<file path="src/rtl/bcm_pkg.sv">
package bcm_pkg;

    // window and search limits
    localparam int WINDOW_DEPTH     = 16;
    localparam int MAX_DETECT_STEPS = 10;

    // field widths
    localparam int CMD_W      = 2;
    localparam int SAMPLE_W   = 12;
    localparam int GAIN_W     = 18;
    localparam int OFFSET_W   = 14;
    localparam int CELL_MV_W  = 13;
    localparam int FLOOR_W    = 16;
    localparam int MV_W       = 16;
    localparam int CELLS_W    = 4;
    localparam int STATUS_W   = 2;
    localparam int CFG_IDX_W  = 3;
    localparam int CFG_DATA_W = 18;
    localparam int S_TDATA_W  = 16;
    localparam int M_TDATA_W  = 24;

    // window store and running sum
    localparam int SLOT_W = $clog2(WINDOW_DEPTH);
    localparam int SUM_W  = SAMPLE_W + SLOT_W;

    // sum / WINDOW_DEPTH as multiply by rounded-up reciprocal, exact over SUM_W bits
    localparam int DIV_SHIFT = SUM_W + SLOT_W;
    localparam int DIV_MUL_W = SUM_W + 1;
    localparam int DIV_PROD_W = SUM_W + DIV_MUL_W;
    localparam logic [DIV_MUL_W-1:0] DIV_MUL = DIV_MUL_W'(
        ((64'd1 << DIV_SHIFT) + 64'(WINDOW_DEPTH) - 64'd1) / 64'(WINDOW_DEPTH));

    // Q16 scaling
    localparam int GAIN_FRAC_W  = 16;
    localparam int SCALE_PROD_W = SAMPLE_W + GAIN_W;
    localparam int SCALED_W     = SCALE_PROD_W - GAIN_FRAC_W;
    localparam int MV_SUM_W     = SCALED_W + 2;

    // cell count search
    localparam int N_W         = $clog2(MAX_DETECT_STEPS + 1);
    localparam int STEP_PROD_W = N_W + CELL_MV_W;
    localparam int STEP_CMP_W  = (STEP_PROD_W > MV_W) ? STEP_PROD_W : MV_W;
    localparam int LOW_PROD_W  = CELLS_W + CELL_MV_W;

    // register reset values
    localparam logic [GAIN_W-1:0]    GAIN_RST   = GAIN_W'(52800);
    localparam logic [OFFSET_W-1:0]  OFFSET_RST = '0;
    localparam logic [CELL_MV_W-1:0] FULL_RST   = CELL_MV_W'(4200);
    localparam logic [CELL_MV_W-1:0] EMPTY_RST  = CELL_MV_W'(3000);
    localparam logic [CELL_MV_W-1:0] LOW_RST    = CELL_MV_W'(3300);
    localparam logic [FLOOR_W-1:0]   FLOOR_RST  = FLOOR_W'(5000);

    typedef enum logic [CMD_W-1:0] {
        CMD_PUSH   = 2'd0,
        CMD_DETECT = 2'd1,
        CMD_CHECK  = 2'd2
    } command_t;

    typedef enum logic [STATUS_W-1:0] {
        DET_DONE  = 2'd0,
        DET_FLOOR = 2'd1,
        DET_ZERO  = 2'd2
    } det_status_t;

    typedef enum logic [CFG_IDX_W-1:0] {
        REG_VOLTS_GAIN   = 3'd0,
        REG_VOLTS_OFFSET = 3'd1,
        REG_CELL_FULL    = 3'd2,
        REG_CELL_EMPTY   = 3'd3,
        REG_CELL_LOW     = 3'd4,
        REG_DETECT_FLOOR = 3'd5
    } cfg_reg_t;

    typedef enum logic [2:0] {
        ST_IDLE,
        ST_SCALE,
        ST_OFFSET,
        ST_CLASSIFY,
        ST_STEP,
        ST_CHECK
    } state_t;

    typedef struct packed {
        logic load_in;
        logic scale;
        logic push;
        logic offset;
        logic classify;
        logic step;
        logic emit;
    } dp_cmd_t;

    typedef struct packed {
        logic is_push;
        logic is_detect;
        logic search;
        logic step_stop;
        logic out_free;
    } dp_status_t;

endpackage

</file>
<file path="src/rtl/bcm_ram.sv">
module bcm_ram #(
    parameter int WIDTH = 12,
    parameter int DEPTH = 16,
    localparam int ADDR_W = (DEPTH > 1) ? $clog2(DEPTH) : 1
) (
    input  logic              aclk,
    input  logic              we,
    input  logic [ADDR_W-1:0] waddr,
    input  logic [WIDTH-1:0]  wdata,
    input  logic [ADDR_W-1:0] raddr,
    output logic [WIDTH-1:0]  rdata
);

    logic [WIDTH-1:0] mem [DEPTH];
    logic [WIDTH-1:0] rdata_reg;

    always_ff @(posedge aclk) begin
        if (we) begin
            mem[waddr] <= wdata;
        end
        rdata_reg <= mem[raddr];
    end

    assign rdata = rdata_reg;

endmodule

</file>
<file path="src/rtl/bcm_ctrl.sv">
module bcm_ctrl
    import bcm_pkg::*;
(
    input  logic       aclk,
    input  logic       aresetn,
    input  logic       s_tvalid,
    output logic       s_tready,
    input  dp_status_t dp_status,
    output dp_cmd_t    dp_cmd
);

    state_t state_reg, state_next;

    always_ff @(posedge aclk) begin
        if (!aresetn) begin
            state_reg <= ST_IDLE;
        end else begin
            state_reg <= state_next;
        end
    end

    always_comb begin
        state_next = state_reg;
        dp_cmd     = '0;
        s_tready   = 1'b0;
        case (state_reg)
            ST_IDLE: begin
                s_tready = 1'b1;
                if (s_tvalid) begin
                    dp_cmd.load_in = 1'b1;
                    state_next     = ST_SCALE;
                end
            end
            ST_SCALE: begin
                dp_cmd.scale = 1'b1;
                dp_cmd.push  = dp_status.is_push;
                state_next   = ST_OFFSET;
            end
            ST_OFFSET: begin
                dp_cmd.offset = 1'b1;
                state_next    = dp_status.is_detect ? ST_CLASSIFY : ST_CHECK;
            end
            ST_CLASSIFY: begin
                dp_cmd.classify = 1'b1;
                state_next      = dp_status.search ? ST_STEP : ST_CHECK;
            end
            ST_STEP: begin
                dp_cmd.step = 1'b1;
                if (dp_status.step_stop) begin
                    state_next = ST_CHECK;
                end
            end
            ST_CHECK: begin
                // hold until the output register can take the result
                if (dp_status.out_free) begin
                    dp_cmd.emit = 1'b1;
                    state_next  = ST_IDLE;
                end
            end
            default: begin
                state_next = ST_IDLE;
            end
        endcase
    end

endmodule

</file>
<file path="src/rtl/bcm_datapath.sv">
module bcm_datapath
    import bcm_pkg::*;
(
    input  logic                  aclk,
    input  logic                  aresetn,
    input  logic                  cfg_wr_en,
    input  logic [CFG_IDX_W-1:0]  cfg_index,
    input  logic [CFG_DATA_W-1:0] cfg_wdata,
    input  logic [S_TDATA_W-1:0]  s_tdata,
    input  logic [CMD_W-1:0]      s_tuser,
    input  dp_cmd_t               dp_cmd,
    output dp_status_t            dp_status,
    output logic                  m_tvalid,
    input  logic                  m_tready,
    output logic [M_TDATA_W-1:0]  m_tdata
);

    // configuration
    logic [GAIN_W-1:0]          gain_reg;
    logic signed [OFFSET_W-1:0] offset_reg;
    logic [CELL_MV_W-1:0]       full_reg;
    logic [CELL_MV_W-1:0]       empty_reg;
    logic [CELL_MV_W-1:0]       low_reg;
    logic [FLOOR_W-1:0]         floor_reg;

    // window state
    logic [SUM_W-1:0]        sum_reg;
    logic [SLOT_W-1:0]       slot_reg;
    logic [WINDOW_DEPTH-1:0] valid_reg;
    logic                    old_valid_reg;
    logic [SAMPLE_W-1:0]     ring_rdata;
    logic [SAMPLE_W-1:0]     old_sample;

    // request and working registers
    logic [CMD_W-1:0]    cmd_reg;
    logic [SAMPLE_W-1:0] sample_reg;
    logic [SAMPLE_W-1:0] avg_reg;
    logic [SCALED_W-1:0] scaled_reg;
    logic [MV_W-1:0]     mv_reg;
    logic [N_W-1:0]      n_reg;
    logic [N_W-1:0]      step_cnt_reg;
    logic [CELLS_W-1:0]  cell_count_reg;
    logic [STATUS_W-1:0] status_reg;

    logic                 m_tvalid_reg;
    logic [M_TDATA_W-1:0] m_tdata_reg;

    logic [DIV_PROD_W-1:0]   div_prod;
    logic [SCALE_PROD_W-1:0] scale_prod;
    logic signed [MV_SUM_W-1:0] mv_sum;
    logic [MV_W-1:0]         mv_next;
    logic [STEP_CMP_W-1:0]   full_prod;
    logic [STEP_CMP_W-1:0]   empty_prod;
    logic [STEP_CMP_W-1:0]   mv_cmp;
    logic                    step_up;
    logic                    step_down;
    logic [N_W-1:0]          n_next;
    logic [LOW_PROD_W-1:0]   low_prod;
    logic                    battery_ok;
    logic [SLOT_W-1:0]       slot_next;

    bcm_ram #(
        .WIDTH(SAMPLE_W),
        .DEPTH(WINDOW_DEPTH)
    ) u_ring (
        .aclk (aclk),
        .we   (dp_cmd.push),
        .waddr(slot_reg),
        .wdata(sample_reg),
        .raddr(slot_reg),
        .rdata(ring_rdata)
    );

    // entry never pushed reads as zero
    assign old_sample = old_valid_reg ? ring_rdata : '0;
    assign slot_next  = (slot_reg == SLOT_W'(WINDOW_DEPTH - 1)) ? '0 : slot_reg + 1'b1;

    assign div_prod   = DIV_PROD_W'(sum_reg) * DIV_PROD_W'(DIV_MUL);
    assign scale_prod = SCALE_PROD_W'(avg_reg) * SCALE_PROD_W'(gain_reg);

    // never exceeds 65535 here, so only the low side clamps
    assign mv_sum  = $signed({2'b00, scaled_reg}) + MV_SUM_W'(offset_reg);
    assign mv_next = mv_sum[MV_SUM_W-1] ? '0 : MV_W'($unsigned(mv_sum));

    assign full_prod  = STEP_CMP_W'(STEP_PROD_W'(n_reg) * STEP_PROD_W'(full_reg));
    assign empty_prod = STEP_CMP_W'(STEP_PROD_W'(n_reg) * STEP_PROD_W'(empty_reg));
    assign mv_cmp     = STEP_CMP_W'(mv_reg);
    assign step_up    = mv_cmp > full_prod;
    assign step_down  = !step_up && (mv_cmp < empty_prod) && (n_reg != '0);
    assign n_next     = step_up ? n_reg + 1'b1 : (step_down ? n_reg - 1'b1 : n_reg);

    assign low_prod   = LOW_PROD_W'(cell_count_reg) * LOW_PROD_W'(low_reg);
    assign battery_ok = !((cell_count_reg != '0) && (LOW_PROD_W'(mv_reg) <= low_prod));

    assign dp_status.is_push   = (cmd_reg == CMD_PUSH);
    assign dp_status.is_detect = (cmd_reg == CMD_DETECT);
    assign dp_status.search    = (mv_reg != '0) && (mv_reg > floor_reg);
    assign dp_status.step_stop = !(step_up || step_down)
                               || (step_cnt_reg == N_W'(MAX_DETECT_STEPS - 1));
    assign dp_status.out_free  = !m_tvalid_reg || m_tready;

    always_ff @(posedge aclk) begin
        if (!aresetn) begin
            gain_reg   <= GAIN_RST;
            offset_reg <= OFFSET_RST;
            full_reg   <= FULL_RST;
            empty_reg  <= EMPTY_RST;
            low_reg    <= LOW_RST;
            floor_reg  <= FLOOR_RST;
        end else if (cfg_wr_en) begin
            case (cfg_reg_t'(cfg_index))
                REG_VOLTS_GAIN:   gain_reg   <= cfg_wdata[GAIN_W-1:0];
                REG_VOLTS_OFFSET: offset_reg <= $signed(cfg_wdata[OFFSET_W-1:0]);
                REG_CELL_FULL:    full_reg   <= cfg_wdata[CELL_MV_W-1:0];
                REG_CELL_EMPTY:   empty_reg  <= cfg_wdata[CELL_MV_W-1:0];
                REG_CELL_LOW:     low_reg    <= cfg_wdata[CELL_MV_W-1:0];
                REG_DETECT_FLOOR: floor_reg  <= cfg_wdata[FLOOR_W-1:0];
                default: ;
            endcase
        end
    end

    always_ff @(posedge aclk) begin
        if (!aresetn) begin
            sum_reg        <= '0;
            slot_reg       <= '0;
            valid_reg      <= '0;
            cell_count_reg <= '0;
            m_tvalid_reg   <= 1'b0;
        end else begin
            if (dp_cmd.push) begin
                sum_reg             <= sum_reg - SUM_W'(old_sample) + SUM_W'(sample_reg);
                valid_reg[slot_reg] <= 1'b1;
                slot_reg            <= slot_next;
            end
            if (dp_cmd.classify && !dp_status.search) begin
                cell_count_reg <= '0;
            end
            if (dp_cmd.step && dp_status.step_stop) begin
                cell_count_reg <= CELLS_W'(n_next);
            end
            if (dp_cmd.emit) begin
                m_tvalid_reg <= 1'b1;
            end else if (m_tready) begin
                m_tvalid_reg <= 1'b0;
            end
        end
    end

    always_ff @(posedge aclk) begin
        if (dp_cmd.load_in) begin
            cmd_reg       <= s_tuser;
            sample_reg    <= s_tdata[SAMPLE_W-1:0];
            // estimate always from the window before this request
            avg_reg       <= div_prod[DIV_SHIFT +: SAMPLE_W];
            old_valid_reg <= valid_reg[slot_reg];
            status_reg    <= DET_DONE;
        end
        if (dp_cmd.scale) begin
            scaled_reg <= scale_prod[GAIN_FRAC_W +: SCALED_W];
        end
        if (dp_cmd.offset) begin
            mv_reg <= mv_next;
        end
        if (dp_cmd.classify) begin
            n_reg        <= '0;
            step_cnt_reg <= '0;
            if (mv_reg == '0) begin
                status_reg <= DET_ZERO;
            end else if (!dp_status.search) begin
                status_reg <= DET_FLOOR;
            end
        end
        if (dp_cmd.step) begin
            n_reg        <= n_next;
            step_cnt_reg <= step_cnt_reg + 1'b1;
        end
        if (dp_cmd.emit) begin
            m_tdata_reg <= M_TDATA_W'({status_reg, battery_ok, cell_count_reg, mv_reg});
        end
    end

    assign m_tvalid = m_tvalid_reg;
    assign m_tdata  = m_tdata_reg;

endmodule

</file>
<file path="src/rtl/battery_cell_count_monitor.sv">
// Sequence: push and check go through scale, offset and check; a detect that stops at the
// floor or a zero reading adds classify, and a detect whose search runs k steps (k = 1..10,
// one step per cycle) adds classify and the step search. The result waits in check until
// the output register is free; no new request is taken until it has been loaded there.
// Reset (aresetn low, synchronous): window emptied, sum, slot and cell count cleared,
// registers back to defaults, output empty. The window needs no clearing pass.
module battery_cell_count_monitor
    import bcm_pkg::*;
(
    input  logic                  aclk,
    input  logic                  aresetn,
    input  logic                  cfg_wr_en,
    input  logic [CFG_IDX_W-1:0]  cfg_index,
    input  logic [CFG_DATA_W-1:0] cfg_wdata,
    input  logic                  s_tvalid,
    output logic                  s_tready,
    input  logic [S_TDATA_W-1:0]  s_tdata,   // [11:0] sample, [15:12] zero
    input  logic [CMD_W-1:0]      s_tuser,   // [1:0] command
    output logic                  m_tvalid,
    input  logic                  m_tready,
    output logic [M_TDATA_W-1:0]  m_tdata    // [15:0] voltage_mv, [19:16] cells,
                                             // [20] battery_ok, [22:21] detect_status,
                                             // [23] zero
);

    dp_cmd_t    dp_cmd;
    dp_status_t dp_status;

    bcm_ctrl u_ctrl (
        .aclk     (aclk),
        .aresetn  (aresetn),
        .s_tvalid (s_tvalid),
        .s_tready (s_tready),
        .dp_status(dp_status),
        .dp_cmd   (dp_cmd)
    );

    bcm_datapath u_datapath (
        .aclk     (aclk),
        .aresetn  (aresetn),
        .cfg_wr_en(cfg_wr_en),
        .cfg_index(cfg_index),
        .cfg_wdata(cfg_wdata),
        .s_tdata  (s_tdata),
        .s_tuser  (s_tuser),
        .dp_cmd   (dp_cmd),
        .dp_status(dp_status),
        .m_tvalid (m_tvalid),
        .m_tready (m_tready),
        .m_tdata  (m_tdata)
    );

endmodule

</file>
<file path="config.mk">
export PLATFORM = sky130hd
export DESIGN_NAME = battery_cell_count_monitor
export DESIGN_NICKNAME = d
export VERILOG_FILES = /design/src/rtl/bcm_pkg.sv /design/src/rtl/bcm_ram.sv /design/src/rtl/bcm_ctrl.sv /design/src/rtl/bcm_datapath.sv /design/src/rtl/battery_cell_count_monitor.sv
export SDC_FILE = /design/constraint.sdc
export NUM_CORES = 1
export LEC_CHECK = 0
export ABC_CLOCK_PERIOD_IN_PS = 12000
export BUFFER_PORTS_ARGS = -buffer_cell sky130_fd_sc_hd__clkbuf_2
export CORE_UTILIZATION = 42
export DETAILED_ROUTE_END_ITERATION = 12
export HOLD_SLACK_MARGIN = 0.08
export SYNTH_ARGS = -nofsm -noshare
export SYNTH_HDL_FRONTEND = slang
export SYNTH_SLANG_ARGS = --single-unit
</file>
<file path="constraint.sdc">
create_clock -name aclk -period 12 [get_ports aclk]
set_clock_uncertainty 0.2 [all_clocks]
set_input_delay 0.6 -clock aclk [delete_from_list [all_inputs] [get_ports aclk]]
set_output_delay 0.6 -clock aclk [all_outputs]
set_load 0.02 [all_outputs]
</file>
==> results of run 1 <==
-- layer usage --
metal | wire length [µm] | track usage
met2 | 34110 | 0.3508
met3 | 3717 | 0.02366
met5 | 0 | 0
met4 | 2038 | 0.06524
met1 | 29840 | 0.2660
-- power groups by stage --
stage / Sequential (W) / Clock (W) / Combinational (W)
after floorplan: 0.00175 / 0 / 0.00127
after global placement: 0.00183 / 0 / 0.00158
after detailed placement: 0.00183 / 0 / 0.00162
after CTS: 0.00180 / 0.00143 / 0.00164
after global routing: 0.00181 / 0.00148 / 0.00187
final: 0.00180 / 0.00140 / 0.00161
-- critical path: cells and delay by family (launching register included) --
| kind | cells | cell delay, ns |
|---|---|---|
| DFF | 1 | 0.92 |
| buffers and inverters | 3 | 0.15 |
| adders and majority gates | 6 | 2.70 |
| AOI/OAI and AO/OA | 10 | 2.41 |
| and+or+nand+nor | 1 | 0.19 |
-- through the flow --
step | instance area (µm²) | power (W) | utilization | instances | setup slack [ns]
floorplan | 29320 | 0.003020 | - | 2744 | 5.754
global placement | 30600 | 0.003412 | 0.4447 | 3651 | 5.320
detailed placement | 30600 | 0.003450 | 0.4447 | 3651 | 5.311
CTS | 32260 | 0.004862 | 0.4687 | 3750 | 5.265
global route | 32260 | 0.005164 | 0.4687 | 3750 | 4.764
finish | 32260 | 0.004807 | 0.4688 | 3753 | 5.258
-- path summary, 6_finish.rpt --
path	slack [ns]	depth (start not counted)	start	end
worst max register to register	5.26	20	u_datapath.avg_reg[3]	u_datapath.scaled_reg[13]
worst min register to register	0.25	0	u_datapath.sum_reg[15]	u_datapath.avg_reg[11]
worst max-delay path	5.26	20	u_datapath.avg_reg[3]	u_datapath.scaled_reg[13]
worst min-delay path	0.10	3	cfg_wdata[17]	u_datapath.gain_reg[17]
-- cells in the mapped netlist (all sizes together) (6+ instances only) --
cell / count
a211oi: 8
a21boi: 68
a21o: 36
a21oi: 57
a31oi: 6
and2: 180
and3: 10
buf: 7
clkbuf: 101
dfxtp: 145
edfxtp: 278
fa: 238
ha: 225
inv: 360
mux4: 65
nand2: 463
nand2b: 17
nand3: 47
nand3b: 6
nand4: 12
nor2: 94
nor2b: 21
nor3: 36
nor4: 6
o211ai: 12
o21a: 30
o21ai: 56
o21bai: 6
xnor2: 35
xor2: 37
-- final cells by class --
type / count / area, µm²
Multi-Input combinational cell: 1853 / 16360
Timing Repair Buffer: 101 / 645.6
Clock buffer: 50 / 1134
Sequential cell: 423 / 11260
Fill cell: 6242 / 36560
Antenna cell: 3 / 7.507
Clock inverter: 32 / 347.8
Inverter: 360 / 1351
Tap cell: 931 / 1165
-- cells by family after synthesis --
group	synth area share
muxes	0.05186
DFF	0.3838
AOI/OAI and AO/OA	0.07854
adders and majority gates	0.2586
buffers and inverters	0.06048
xor gates and xnor gates	0.02151
and+or+nand+nor	0.1451
other	0.0001279
-- repair_timing --
action,CTS,global route
setup endpoints to repair,0,0
hold endpoints to repair,17,0
hold buffers,17,0
==> impl_metrics.py, run 1 <==
metrics = {
    "critical_path": {
        "crit_type": "reg2reg",
        "slowest_delay_ns": 0.92,
        "worst_ep_required_time_ns": 12.25,
        "cp-end-kind": "register",
        "cp.arrival_ns": 6.99,
        "worstSetupStartpointType": "register",
        "cpMaxStageDelayCell": "edfxtp_1",
        "cp_max_fo": 18,
        "crit_top_cell": "fa_1",
        "path_cells": "nand2_1 > fa_1 > fa_1 > inv_1 > fa_1 > inv_1 > fa_1 > inv_1 > fa_1 > ha_1 > o21a_1 > o211ai_1 > a21boi_0 > o211ai_1 > o21ai_0 > a41oi_1 > o21ai_0 > o21ai_0 > a21oi_1 > a31oi_1",
    },
    "power_and_ir_drop": {
        "p_switching_w": 0.001615,
        "pwr-share-seq": 0.374,
        "power_switching_share": 0.3359,
        "p_leak_nw": 13.50,
        "power.density_nw_per_um2": 149.0,
        "pwr-share-comb": 0.335,
        "clock_power_share": 0.291,
        "p_int_w": 0.003192,
        "vdd_drop_max_v": 0.0001334,
    },
    "synthesis": {
        "yosys.area.top_type": "edfxtp_1",
        "synth_area_per_cell_um2": 10.69,
        "ys_top_cells_by_area": "edfxtp_1 28%, fa_1 16%, dfxtp_1 9.9%",
        "yosys.area.top_type_share": 0.2848,
        "synth_seq_cells": 423,
        "async_reset_ff_frac": 0,
        "yosys_warnings": 0,
        "ys_types": 74,
        "yosysSeqAreaShare": 0.3838,
        "synth-edff-count": 278,
        "synth_ff_type": "edfxtp_1",
        "netlist_instances": 2743,
        "netlist_area_um2": 29310,
    },
    "floorplan": {
        "rows": 96,
        "start_util": 0.4259,
        "fp.dieW_um": 266.2,
        "dieArea_um2": 70860,
        "io_pins": 70,
        "fp.dieH_um": 266.2,
        "core_area_um2": 68830,
    },
    "cts": {
        "cts.clk_slew.worst_paths_ns": 0.06,
        "cts_inserted_buffers": 44,
        "clk_latency_ns": 0.60,
        "post_cts_resized": 0,
        "post_cts_buffers": 0,
        "clock_sinks": 423,
        "root_buffer": "clkbuf_16",
        "clockBufferDepth": 3,
        "htreeDepth": 2,
        "cts_tree": "yes",
    },
    "cells_and_area": {
        "nets": 3290,
        "drive_gt1_frac": 0.08868,
        "area_growth_pct": 10.06,
        "largest_reg_flops": 192,
        "layout_common_cells": "463 x nand2_1, 360 x inv_1, 278 x edfxtp_1",
        "final_common_cell": "nand2_1",
    },
    "placed_design": {
        "gp_congestion": 0.8299,
        "numPortBuffers": 63,
        "dp_hpwl_um": 49150,
    },
    "sta": {
        "hold_viol": 0,
        "setup_tns_ns": 0,
        "min_period_ns": 6.742,
        "whs_ns": 0.1018,
        "slew_viol_final": 0,
        "finalCritPeriodShare": 0.5618,
        "finalSetupViolCount": 0,
        "worstMarginPinSlew_ns": 1.178,
        "relSlewSlack": 0.2107,
        "clock.fmax_ghz": 0.1483,
        "grt_setup_unrepaired": "false",
    },
    "run": {
        "max_cap_violations": 0,
    },
    "run_status": {
        "outcome": "completed",
    },
    "drt": {
        "drt_iter0_drc": 1298,
        "wl_per_cell_um": 18.57,
        "dr_total_vias": 19830,
        "drt-vias-per-instance": 5.284,
        "antenna_left": 0,
        "drt_wl_total_um": 69710,
        "drc": 0,
        "drt_first_pass_iters": 5,
    },
    "global_routing": {
        "grt_pass1_wl_um": 111500,
        "grt_max_degree": 90,
        "grt_use_total": 0.2034,
        "overflow": 0,
        "antenna_found_initial": 3,
        "grt_pass1_vias": 20410,
    },
    "hold_path": {
        "hold_class": "in2reg",
    },
}
Power figures use the tool's default switching activity.
==> run 2: changes to the inputs <==
--- a/config.mk
+++ b/config.mk
@@ -5,7 +5,7 @@
 export SDC_FILE = /design/constraint.sdc
 export NUM_CORES = 1
 export LEC_CHECK = 0
-export ABC_CLOCK_PERIOD_IN_PS = 12000
+export ABC_CLOCK_PERIOD_IN_PS = 6950
 export BUFFER_PORTS_ARGS = -buffer_cell sky130_fd_sc_hd__clkbuf_2
 export CORE_UTILIZATION = 42
 export DETAILED_ROUTE_END_ITERATION = 12
==> constraint.sdc (replaced) <==
create_clock -name aclk -period 6.95 [get_ports aclk]
set_clock_uncertainty 0.2 [all_clocks]
set_input_delay 0.3475 -clock aclk [delete_from_list [all_inputs] [get_ports aclk]]
set_output_delay 0.3475 -clock aclk [all_outputs]
set_load 0.02 [all_outputs]
==> run 2 against run 1 <==
Effect of this change:
- critical path depth increased by 4
- count of clock-buffer cells in the layout rose by 15
- sequential share of layout area fell by 0.33 points
- sequential cell count unchanged
- power rose by 73%
- sequential power rose by 71%
- routed wire length increased by 1.3%
- via count is 0.96% higher
- largest cell class unchanged
==> impl_metrics.py, run 2 (synthesis gave the netlist of run 1 again) <==
metrics = {
    "cells_and_area": {
        "layout_common_cells": "463 x nand2_1, 360 x inv_1, 278 x edfxtp_1",
        "final_common_cell": "nand2_1",
        "largest_reg_flops": 192,
        "drive_gt1_frac": 0.09218,
        "area_growth_pct": 11.13,
        "fin_util": 0.4733,
        "nets": 3325,
        "fillers": 6240,
    },
    "critical_path": {
        "cpMaxStageDelayCell": "edfxtp_1",
        "path_cells": "and2_1 > fa_1 > inv_1 > fa_1 > inv_1 > ha_1 > nor2b_1 > o31a_1 > o31ai_1 > nand2b_1 > a21o_1 > a21o_1 > a21oi_1 > xor2_1 > ha_1 > nand2_1 > nor4_2 > a221o_1 > o21ai_0 > or4_4 > o21ai_4 > nand2_1 > o22a_1 > and3_1",
        "worst_ep_required_time_ns": 7.07,
        "worstSetupStartpointType": "register",
        "cp_max_fo": 10,
        "crit_type": "reg2reg",
        "cp-end-kind": "register",
        "cp.arrival_ns": 6.67,
        "slowest_delay_ns": 0.57,
    },
    "sta": {
        "worstMarginPinSlew_ns": 1.148,
        "grt_setup_unrepaired": "false",
        "hold_viol": 0,
        "finalCritPeriodShare": 0.9416,
        "whs_ns": 0.09973,
        "relSlewSlack": 0.2304,
        "slew_viol_final": 0,
        "setup_tns_ns": 0,
        "finalSetupViolCount": 0,
        "min_period_ns": 6.544,
        "clock.fmax_ghz": 0.1528,
    },
    "floorplan": {
        "start_util": 0.4259,
        "io_pins": 70,
        "core_area_um2": 68830,
        "rows": 96,
        "fp.dieW_um": 266.2,
        "dieArea_um2": 70860,
        "fp.dieH_um": 266.2,
    },
    "global_routing": {
        "grt_use_total": 0.2051,
        "grt_pass1_vias": 20870,
        "antenna_found_initial": 0,
        "overflow": 0,
        "grt_pass1_wl_um": 112600,
        "grt_max_degree": 102,
    },
    "power_and_ir_drop": {
        "vdd_drop_max_v": 0.0002234,
        "power.density_nw_per_um2": 255.3,
        "pwr-share-seq": 0.370,
        "pwr-share-comb": 0.341,
        "power_switching_share": 0.3346,
        "clock_power_share": 0.288,
        "p_int_w": 0.005534,
        "p_leak_nw": 13.63,
        "p_switching_w": 0.002782,
    },
    "run": {
        "max_cap_violations": 0,
    },
    "drt": {
        "wl_per_cell_um": 18.65,
        "drt-vias-per-instance": 5.289,
        "drc": 0,
        "dr_total_vias": 20020,
        "antenna_left": 0,
        "drt_iter0_drc": 1376,
        "drt_first_pass_iters": 5,
        "drt_wl_total_um": 70590,
    },
    "hold_path": {
        "hold_class": "in2reg",
    },
    "cts": {
        "cts_inserted_buffers": 44,
        "clockBufferDepth": 3,
        "root_buffer": "clkbuf_16",
        "clk_latency_ns": 0.58,
        "clock_sinks": 423,
        "cts_tree": "yes",
        "htreeDepth": 2,
        "cts.clk_slew.worst_paths_ns": 0.06,
    },
    "placed_design": {
        "numPortBuffers": 63,
        "dp_hpwl_um": 50310,
        "gp_congestion": 0.8531,
    },
    "run_status": {
        "outcome": "completed",
    },
}
==> run 2: cell count changes in the layout (fill, tap and decap cells not counted), sizes merged <==
cell         delta
buf            +18
dlygate4sd3    +17
clkbuf         +15
clkinv         -10
bufinv          -3
clkinvlp        -3
diode           -2
==> run 2: layer usage <==
metal  wire length, µm  global-route usage
met1             29320              0.2552
met4              2314             0.06477
met5                 0                   0
met2             34720              0.3610
met3              4233             0.03494
==> run 2: power by group through the flow <==
stage	clock (W)	sequential, W	combinational, W
after floorplan	0	0.00302	0.00219
after global placement	0	0.00313	0.00276
after detailed placement	0	0.00314	0.00281
after CTS	0.00243	0.00309	0.00286
after global routing	0.00253	0.00309	0.00327
final	0.00240	0.00308	0.00284
==> run 2: cell type report <==
| class | count | area, µm² | share of cell area |
|---|---|---|---|
| Multi-Input combinational cell | 1853 | 16390 | 0.5031 |
| Timing Repair Buffer | 136 | 950.9 | 0.02919 |
| Clock inverter | 16 | 178.9 | 0.005492 |
| Clock buffer | 65 | 1284 | 0.03941 |
| Inverter | 360 | 1351 | 0.04148 |
| Tap cell | 931 | 1165 | 0.03576 |
| Antenna cell | 1 | 2.502 | 0.00007682 |
| Sequential cell | 423 | 11260 | 0.3455 |
==> run 2: path summary, 6_finish.rpt <==
kind              slack, ns  depth (start not counted)                        end                   start
hold reg to reg        0.25                          0     u_datapath.avg_reg[11]  u_datapath.sum_reg[15]
setup reg to reg       0.41                         24        u_datapath.n_reg[2]     u_datapath.n_reg[2]
setup / recovery       0.41                         24        u_datapath.n_reg[2]     u_datapath.n_reg[2]
hold / removal          0.1                          3  u_datapath.offset_reg[12]           cfg_wdata[12]
==> run 2: what timing repair did <==
item	4_1_cts	5_1_grt
hold endpoints to repair	90	0
hold buffers	34	0
buffers inserted	0	5
resized for setup	0	1
setup endpoints to repair	0	3
==> run 2: metrics by stage <==
| step | cell area (µm²) | cells | power [W] | setup WS, ns |
|---|---|---|---|---|
| after global placement | 30730 | 3664 | 0.005892 | 0.4662 |
| after global routing | 32570 | 3784 | 0.008890 | 0.01922 |
| after floorplan | 29320 | 2744 | 0.005215 | 0.7043 |
| after CTS | 32530 | 3779 | 0.008378 | 0.3511 |
| final | 32580 | 3785 | 0.008316 | 0.4060 |
| after detailed placement | 30730 | 3664 | 0.005952 | 0.3846 |
==> run 2: critical path, delay by kind of cell (launching register included) <==
family                     cells  cell delay (ns)
AOI/OAI and AO/OA              9             1.88
and+or+nand+nor                8             1.79
adders and majority gates      4             1.67
DFF                            1             0.57
buffers and inverters          2             0.10
xor gates and xnor gates       1             0.09
